**src/hw/rtl/div128_pkg.sv**
```systemverilog
// Shared types and constants for the 128-by-128-bit restoring divider.
// Holds the input and result beat structs; no dependencies.
`timescale 1ns / 1ps

package div128_pkg;

	localparam int unsigned HALF_W  = 64;
	localparam int unsigned WORD_W  = 2 * HALF_W;
	localparam int unsigned STEPS   = WORD_W;
	localparam int unsigned CNT_W   = $clog2(STEPS);

	// Sequencer state codes.
	localparam logic [1:0] ST_IDLE = 2'd0;
	localparam logic [1:0] ST_RUN  = 2'd1;
	localparam logic [1:0] ST_DONE = 2'd2;

	typedef struct packed {
		logic [HALF_W-1:0] dividend_hi;
		logic [HALF_W-1:0] dividend_lo;
		logic [HALF_W-1:0] divisor_hi;
		logic [HALF_W-1:0] divisor_lo;
	} div_in_t;

	typedef struct packed {
		logic [HALF_W-1:0] quotient_hi;
		logic [HALF_W-1:0] quotient_lo;
		logic              div_by_zero;
	} div_out_t;

endpackage

```
**src/hw/rtl/div_128_by_128_restoring_core.sv**
```systemverilog
// Unsigned 128-by-128-bit restoring divider with one shared compare-subtract unit.
// Depends on div128_pkg for the beat structs and sequencer codes.
`timescale 1ns / 1ps

// How to use this block
// ---------------------
// The input channel (in_valid, in_ready, in_data) carries one beat holding a
// 128-bit unsigned dividend and a 128-bit unsigned divisor, each as two 64-bit
// halves. The result channel (out_valid, out_ready, out_data) returns one beat
// per input beat with the 128-bit quotient floor(dividend / divisor).
// A zero divisor gives an all-ones quotient with div_by_zero set.
// Each beat is worked through by a single 129-bit compare-subtract unit that
// produces one quotient bit per cycle over 128 iterations; the finished
// quotient is then handed to the output register. A zero divisor bypasses
// the iterations and goes straight to the hand-off to the output register.
// in_ready is high only while the unit is free, so a new beat is not accepted
// until the previous quotient has been handed to the output register.
// The result sits in an output register, so a new beat may be accepted while
// the previous result is still waiting to be taken. If the receiver stalls
// and the output register is still full when the next quotient is finished,
// the sequencer holds that quotient until the register frees up.
// An asynchronous reset (arst_n low) empties the output register and returns
// the sequencer to idle; any beat in flight is dropped.
module div_128_by_128_restoring_core
	import div128_pkg::*;
(
	input  logic     clk,
	input  logic     arst_n,
	input  logic     in_valid,
	output logic     in_ready,
	input  div_in_t  in_data,
	output logic     out_valid,
	input  logic     out_ready,
	output div_out_t out_data
);

	logic [1:0]        state_q;
	logic [CNT_W-1:0]  cnt_q;
	// The dividend shifts out of the top of num_q while quotient bits shift in
	// at the bottom, so after the last step num_q holds the quotient.
	logic [WORD_W-1:0] num_q;
	logic [WORD_W-1:0] den_q;
	logic [WORD_W-1:0] rem_q;
	logic              zero_q;

	div_out_t          out_q;
	logic              out_valid_q;

	logic              in_fire;
	logic              out_free;
	logic [WORD_W:0]   rem_sh;
	logic [WORD_W+1:0] diff;
	logic              take;
	logic              den_zero;

	assign in_ready  = (state_q == ST_IDLE);
	assign in_fire   = in_valid && in_ready;
	assign out_free  = !out_valid_q || out_ready;
	assign den_zero  = ({in_data.divisor_hi, in_data.divisor_lo} == '0);

	// The shared unit: shift in the next dividend bit, keeping the bit that
	// falls off the top of the remainder, then trial-subtract the divisor.
	// The extra top bit of diff is the borrow; no borrow means the divisor fits.
	always_comb begin
		rem_sh = {rem_q, num_q[WORD_W-1]};
		diff   = {1'b0, rem_sh} - {2'b00, den_q};
		take   = !diff[WORD_W+1];
	end

	always_ff @(posedge clk or negedge arst_n) begin
		if (!arst_n) begin
			state_q <= ST_IDLE;
			cnt_q   <= '0;
		end else begin
			unique case (state_q)
				ST_IDLE: begin
					if (in_fire) begin
						cnt_q   <= '0;
						state_q <= den_zero ? ST_DONE : ST_RUN;
					end
				end
				ST_RUN: begin
					cnt_q <= cnt_q + 1'b1;
					if (cnt_q == CNT_W'(STEPS - 1)) begin
						state_q <= ST_DONE;
					end
				end
				ST_DONE: begin
					if (out_free) begin
						state_q <= ST_IDLE;
					end
				end
				default: begin
					state_q <= ST_IDLE;
				end
			endcase
		end
	end

	// Datapath registers carry no reset.
	always_ff @(posedge clk) begin
		if (in_fire) begin
			num_q  <= {in_data.dividend_hi, in_data.dividend_lo};
			den_q  <= {in_data.divisor_hi, in_data.divisor_lo};
			rem_q  <= '0;
			zero_q <= den_zero;
		end else if (state_q == ST_RUN) begin
			// A restored remainder is always below the divisor, so 128 bits hold it.
			rem_q <= take ? diff[WORD_W-1:0] : rem_sh[WORD_W-1:0];
			num_q <= {num_q[WORD_W-2:0], take};
		end
	end

	// Output register: parts the sequencer from a stalled receiver.
	always_ff @(posedge clk or negedge arst_n) begin
		if (!arst_n) begin
			out_valid_q <= 1'b0;
		end else if ((state_q == ST_DONE) && out_free) begin
			out_valid_q <= 1'b1;
		end else if (out_ready) begin
			out_valid_q <= 1'b0;
		end
	end

	always_ff @(posedge clk) begin
		if ((state_q == ST_DONE) && out_free) begin
			if (zero_q) begin
				out_q.quotient_hi <= '1;
				out_q.quotient_lo <= '1;
			end else begin
				out_q.quotient_hi <= num_q[WORD_W-1:HALF_W];
				out_q.quotient_lo <= num_q[HALF_W-1:0];
			end
			out_q.div_by_zero <= zero_q;
		end
	end

	assign out_valid = out_valid_q;
	assign out_data  = out_q;

endmodule

```
**config.mk**
```make
export PLATFORM = sky130hd
export DESIGN_NAME = div_128_by_128_restoring_core
export DESIGN_NICKNAME = d
export VERILOG_FILES = /design/src/hw/rtl/div128_pkg.sv /design/src/hw/rtl/div_128_by_128_restoring_core.sv
export SDC_FILE = /design/constraint.sdc
export NUM_CORES = 1
export LEC_CHECK = 0
export BUFFER_PORTS_ARGS = -buffer_cell sky130_fd_sc_hd__buf_2
export CORE_ASPECT_RATIO = 1.25
export CORE_MARGIN = 2
export CORE_UTILIZATION = 35
export DETAILED_ROUTE_END_ITERATION = 8
export MAX_ROUTING_LAYER = met4
export PLACE_DENSITY = 0.59
export SLEW_MARGIN = 20
export SYNTH_ARGS = -nofsm -noshare
export SYNTH_HDL_FRONTEND = slang
export SYNTH_SLANG_ARGS = --single-unit
```
**constraint.sdc**
```tcl
create_clock -name clk -period 17 [get_ports clk]
set_input_delay 1.7 -clock clk [delete_from_list [all_inputs] [get_ports clk]]
set_output_delay 1.7 -clock clk [all_outputs]
set_load 0.02 [all_outputs]
```
Yosys cells after proc, flatten, opt, wreduce, memory -nomap -nowiden
Index checks and enable logic that the tools add are counted.

RAM bits: 0. Memories kept: 0. Register bits: 524. Output and inout port bits: 131. Memory bits (read-only): 0. Latch bits: 0.

Add/subtract/negate cells: 2. Bitwise gates (word level): 0. Reduce and logical (&&, ||, !) cells: 12. $mul: 0. Mux-type cells: 12. Equality and inequality tests: 6. Divide/modulo/power cells: 0. Shift-type cells: 0. $lt $le $gt $ge: 0.

Operators by type and width (number): two-way mux 128 bit (3); subtractor 129 x 128 -> 130 bit (1); zero test 128 bit (1); case mux 7 bit (2 select lines) (1); two-way mux 2 bit (4); adder 7 x 1 -> 7 bit (second input constant) (1); equality test 7 bit (second input constant) (1); two-way mux 7 bit (1); case mux 2 bit (3 select lines) (1); nonzero test 2 bit (3); inequality test 2 bit (second input constant) (2); AND reduction 3 bit (1); equality test 2 x 1 -> 1 bit (second input constant) (1); equality test 2 bit (second input constant) (1); logical AND 1 bit (2); zero test 1 bit (2); zero test 2 bit (1); two-way mux 1 bit (2); inequality test 2 x 1 -> 1 bit (second input constant) (1); AND reduction 2 bit (1); logical OR 1 bit (1).

Depth between registers and ports, before layout
Word-level depth: 4. Mapped depth: 17. Mapped depth without buffers: 15.

Least setup slack after synthesis
OpenSTA, ideal clock, no wires.

Path type: input to register. Start: in out_ready. End: reg out_q (netlist bit out_data[0]) (enable). Arrival: 7116 ps. Stages: 2. Setup slack: 9265 ps. Path buffers: 0. Cells stage by stage: nor2b_1 -> nor2_1.

Word-level cells in the longest chain between the ends: 2.

RTL lines: start: declaration (RTL line div_128_by_128_restoring_core.sv:33) `input logic out_ready,`; logical OR 1 bit (RTL line div_128_by_128_restoring_core.sv:58) `assign out_free = !out_valid_q || out_ready;`; logical AND 1 bit (RTL line div_128_by_128_restoring_core.sv:126) `if ((state_q == ST_DONE) && out_free) begin`; end: declaration (RTL line div_128_by_128_restoring_core.sv:46) `div_out_t out_q;`.

No other way between the ends. A chain may end at the register's enable or synchronous reset.

Worst setup path after layout
Start: reg den_q[4]. End: reg rem_q[26].

Word-level cells in the longest chain between the ends: 2.

RTL lines: start: declaration (RTL line div_128_by_128_restoring_core.sv:42) `logic [WORD_W-1:0] den_q;`; start signal: assignment (RTL line div_128_by_128_restoring_core.sv:104) `den_q <= {in_data.divisor_hi, in_data.divisor_lo};`; subtractor 129 x 128 -> 130 bit (RTL line div_128_by_128_restoring_core.sv:66) `diff = {1'b0, rem_sh} - {2'b00, den_q};`; two-way mux 128 bit (RTL line div_128_by_128_restoring_core.sv:109) `rem_q <= take ? diff[WORD_W-1:0] : rem_sh[WORD_W-1:0];`; end signal: assignment (RTL line div_128_by_128_restoring_core.sv:109); end: declaration (RTL line div_128_by_128_restoring_core.sv:43) `logic [WORD_W-1:0] rem_q;`.

No other way between the ends.

==> results.sh <==
export IMPL_finalPower_uw=5850
export IMPL_synth_seq_area_share_pct=49.9
export IMPL_grt_first_pass_wirelength_mm=138
export IMPL_crit_path_cell_trace="inv_1 -> ha_1 -> a21oi_1 -> o21ai_0 -> a211oi_1 -> or4_4 -> a21oi_2 -> o21a_2 -> a21oi_2 -> o41a_2 -> buf_4 -> buf_4 -> mux2i_1 -> o21ai_0"
export IMPL_clockBufferDepth=3
export IMPL_clock_latency_ns=0.66
export IMPL_die_w_um=261
export IMPL_firstDrtPassIters=5
export IMPL_synthSimpleGateAreaFrac_pct=19.1
export IMPL_grt_use_total_pct=21.4
export IMPL_setup_violations=0
export IMPL_gp_congestion=0.922
export IMPL_crit_fanout=74
export IMPL_min_to="rem_q[66]"
export IMPL_core_area_um2=81500
export IMPL_synthFlopType="edfxtp_1"
export IMPL_htreeDepth=2
export IMPL_combPwrFrac_pct=45.4
export IMPL_syn2layout_area_growth_pct=16.3
export IMPL_die_area_um2=84700
export IMPL_drt_total_wl_mm=90.2
export IMPL_hold_buffers=0
export IMPL_synth_cell_area_um2=28800
export IMPL_r2r_slack_ns=12.17
export IMPL_fp_dieH_um=325
export IMPL_maxCapViolations=0
export IMPL_hold_path_cell_count=2
export IMPL_cts_inserted_buffers=55
export IMPL_max_freq_mhz=207
export IMPL_p_seq_share_pct=33.8
export IMPL_clock_power_share_pct=20.8
export IMPL_required_ns=17.47
export IMPL_hold_path_class="reg2reg"
export IMPL_synth_compound_area_share_pct=16.5
export IMPL_worstSetupStartpointType="flip-flop"
export IMPL_ir_worst_vdd_v=0.0000859
export IMPL_fillers=8165
export IMPL_tns_ns=0
export IMPL_clk_transition_reported_paths_ns=0.07
export IMPL_drt_initial_drc_count=2114
export IMPL_antenna_found_initial=9
export IMPL_postSynthAreaPerCell_um2=9.20
export IMPL_internal_power_uw=3450
export IMPL_rr_worst_depth=14
export IMPL_outcome="finished, final reports clean"
export IMPL_rows=117
export IMPL_async_flop_share_pct=1.91
export IMPL_start_util_pct=35.4
export IMPL_worst_hold_slack_ns=0.466
export IMPL_skew_ns=0.0531
export IMPL_antenna_left=0
export IMPL_syn_inst=3135
export IMPL_drv_slew=0
export IMPL_path_delay_family="compound AO/OA/AOI/OAI gates"
export IMPL_slowest_delay_ns=0.66
export IMPL_p_per_area_nw_per_um2=174
export IMPL_cts_tree="yes"
export IMPL_cts_setup_buffers=0
export IMPL_netSwitchingPower_uw=2400
export IMPL_arrival_ns=5.30
export IMPL_ctsRootBufferMaster="clkbuf_16"
export IMPL_cts_sinks=524
export IMPL_routedWlPerCell_um=19.8
export IMPL_io_pins=391
export IMPL_multiInputGateArea_um2=13200
export IMPL_path_class="reg2reg"
export IMPL_r2r_end="rem_q[26]"
export IMPL_drc=0
export IMPL_synth_top_family_by_area="simple AND/OR/NAND/NOR gates"
export IMPL_synthDistinctLibCells=73
export IMPL_drive_above_1_share_pct=18.8
export IMPL_dpl_hpwl_mm=68.0
export IMPL_stdcell_count=4563
export IMPL_cpMaxStageDelayCell="a211oi_1"
export IMPL_max_slew_worst_pin_slew_ns=1.09
export IMPL_final_nets=3831
export IMPL_synth_edf_count=386
export IMPL_routed_via_density=5.26
export IMPL_leakage_uw=0.0138
export IMPL_hold_viol=0
export IMPL_switching_share_pct=41.0
export IMPL_fin_crit_sh_pct=28.4
export IMPL_grt_max_degree=113
export IMPL_portBuffers=390
export IMPL_register_area_um2=14400
export IMPL_reg2reg_from="den_q[4]"
export IMPL_ys_warnings_count=0
export IMPL_synth_fa_ha_area_share_pct=5.67
export IMPL_worstHoldStart="rem_q[66]"
export IMPL_end_kind="flip-flop"
export IMPL_synth_nets=3525
export IMPL_synth_xor_area_share_pct=3.55
export IMPL_num_vias=24000
export IMPL_slew_headroom_pct=27.3
export IMPL_path_depth=14
export IMPL_path_buf_inv=3
export IMPL_placed_cells=4455
export IMPL_grt_pass1_vias=23500
export IMPL_rsz0062_at_grt="no"
export IMPL_ys_ff_latch=524
export IMPL_period_needed_ns=4.83
export IMPL_synth_mux_area_share_pct=0.837
export IMPL_globalRouteOverflowTotal=0
export IMPL_cts_resized=0
-- kinds of logic (layout without fill, tap and decap cells) --
group           after synthesis  in the layout
simple gates               1217           1217
fa+ha+maj                   130            130
other cells                   0              6
compound gates              793            793
buf+inv                     330            681
flops                       524            524
xor+xnor                    117            117
mux                          24             24
-- worst register-to-register path: cells and delay by family, from the launching register on --
family                     cells  cell delay (ns)
buffers and inverters          3             1.41
AOI/OAI and AO/OA              8             2.05
and+or+nand+nor                1             0.27
muxes                          1             0.27
adders and majority gates      1             0.35
DFF                            1             0.32
-- sequential cells by signal (all words and copies together) (netlist names) --
signal	cells
num_q	128
state_q	2
zero_q	1
out_valid	1
cnt_q	7
rem_q	128
out_data	129
den_q	128
-- how the worst max path moves through the flow --
stage / from / to / slack (ns)
finish: den_q[4] / rem_q[26] / 12.17
global route: den_q[6] / rem_q[20] / 11.79
CTS: den_q[4] / rem_q[40] / 12.17
detailed placement: in_valid / num_q[93] / 11.86
global placement: in_valid / num_q[94] / 11.86
floorplan: out_ready / out_data[0] / 9.27
-- final cells by class --
cell class | count | area share [%]
Inverter | 166 | 1.89
Tap cell | 1071 | 3.99
Multi-Input combinational cell | 2281 | 39.4
Clock inverter | 36 | 1.15
Antenna cell | 6 | 0.0448
Timing Repair Buffer | 413 | 6.33
Clock buffer | 66 | 4.26
Sequential cell | 524 | 42.9
-- metrics by stage --
| step | worst slack (ns) | cell area, µm² | utilization [%] |
|---|---|---|---|
| finish | 12.17 | 33500 | 41.1 |
| floorplan | 9.27 | 28800 | - |
| detailed placement | 11.86 | 31700 | 38.9 |
| global route | 11.79 | 33500 | 41.1 |
| global placement | 11.86 | 31700 | 38.9 |
| CTS | 12.17 | 33500 | 41.1 |
-- Yosys cell counts (36+ instances only) --
cell	instances	area, µm²
nand2_1	628	2360
edfxtp_1	386	11600
a21oi_1	271	1360
o21ai_0	217	1090
nor2_1	196	736
inv_1	166	623
clkbuf_1	143	537
or2_2	133	832
ha_1	129	1610
dfxtp_1	128	2560
nand4_1	85	532
xnor2_1	62	543
xor2_1	55	482
nor4_1	43	269
o21bai_1	42	315
nand3_1	38	190
o21ai_1	36	180
-- layer usage --
| layer | share of wire (%) | vias to the layer above | GRT usage, % | wire [µm] |
|---|---|---|---|---|
| met5 | 0 | - | - | 0 |
| met4 | 2.8 | 0 | 6.32 | 2490 |
| met3 | 5.0 | 132 | 2.68 | 4550 |
| met2 | 51 | 683 | 37.0 | 45600 |
| met1 | 42 | 11400 | 25.8 | 37500 |
| li1 | - | 11800 | - | - |
-- power by group through the flow --
stage	combinational [µW]	clock, µW	sequential (µW)
2_1_floorplan	2000	0	1930
3_3_place_gp	2610	0	1990
3_5_place_dp	2620	0	2000
4_1_cts	2640	1250	1970
5_1_grt	2980	1290	2020
6_report	2650	1220	1980
-- placed cells by master, fill, tap and decap left out, types with 7 or more instances in the layout --
cell type and instances:
a21boi_0 12, nand2_1 627, a22oi_1 23, a211oi_1 12, and4_1 7, o21ai_1 36, o21a_1 21, clkbuf_16 55
a21oi_1 271, a221oi_1 8, edfxtp_1 386, nand4_1 85, o211ai_1 15, clkinv_2 8, nor4_1 43, clkinvlp_4 7
xnor2_1 62, o31ai_1 18, dfrtp_1 10, nor3_1 35, xor2_1 55, dfxtp_1 128, buf_2 390, clkbuf_1 10
nor2_1 194, nand2b_1 11, or3_1 8, mux2i_1 23, o21ai_0 217, nand3_1 38, ha_1 129, o21bai_1 42
and3_1 7, buf_4 23, a31oi_1 15, or2_2 133, a22o_1 16, inv_1 164, clkinv_1 8, a21o_1 35
(Power assumes the default switching activity.)
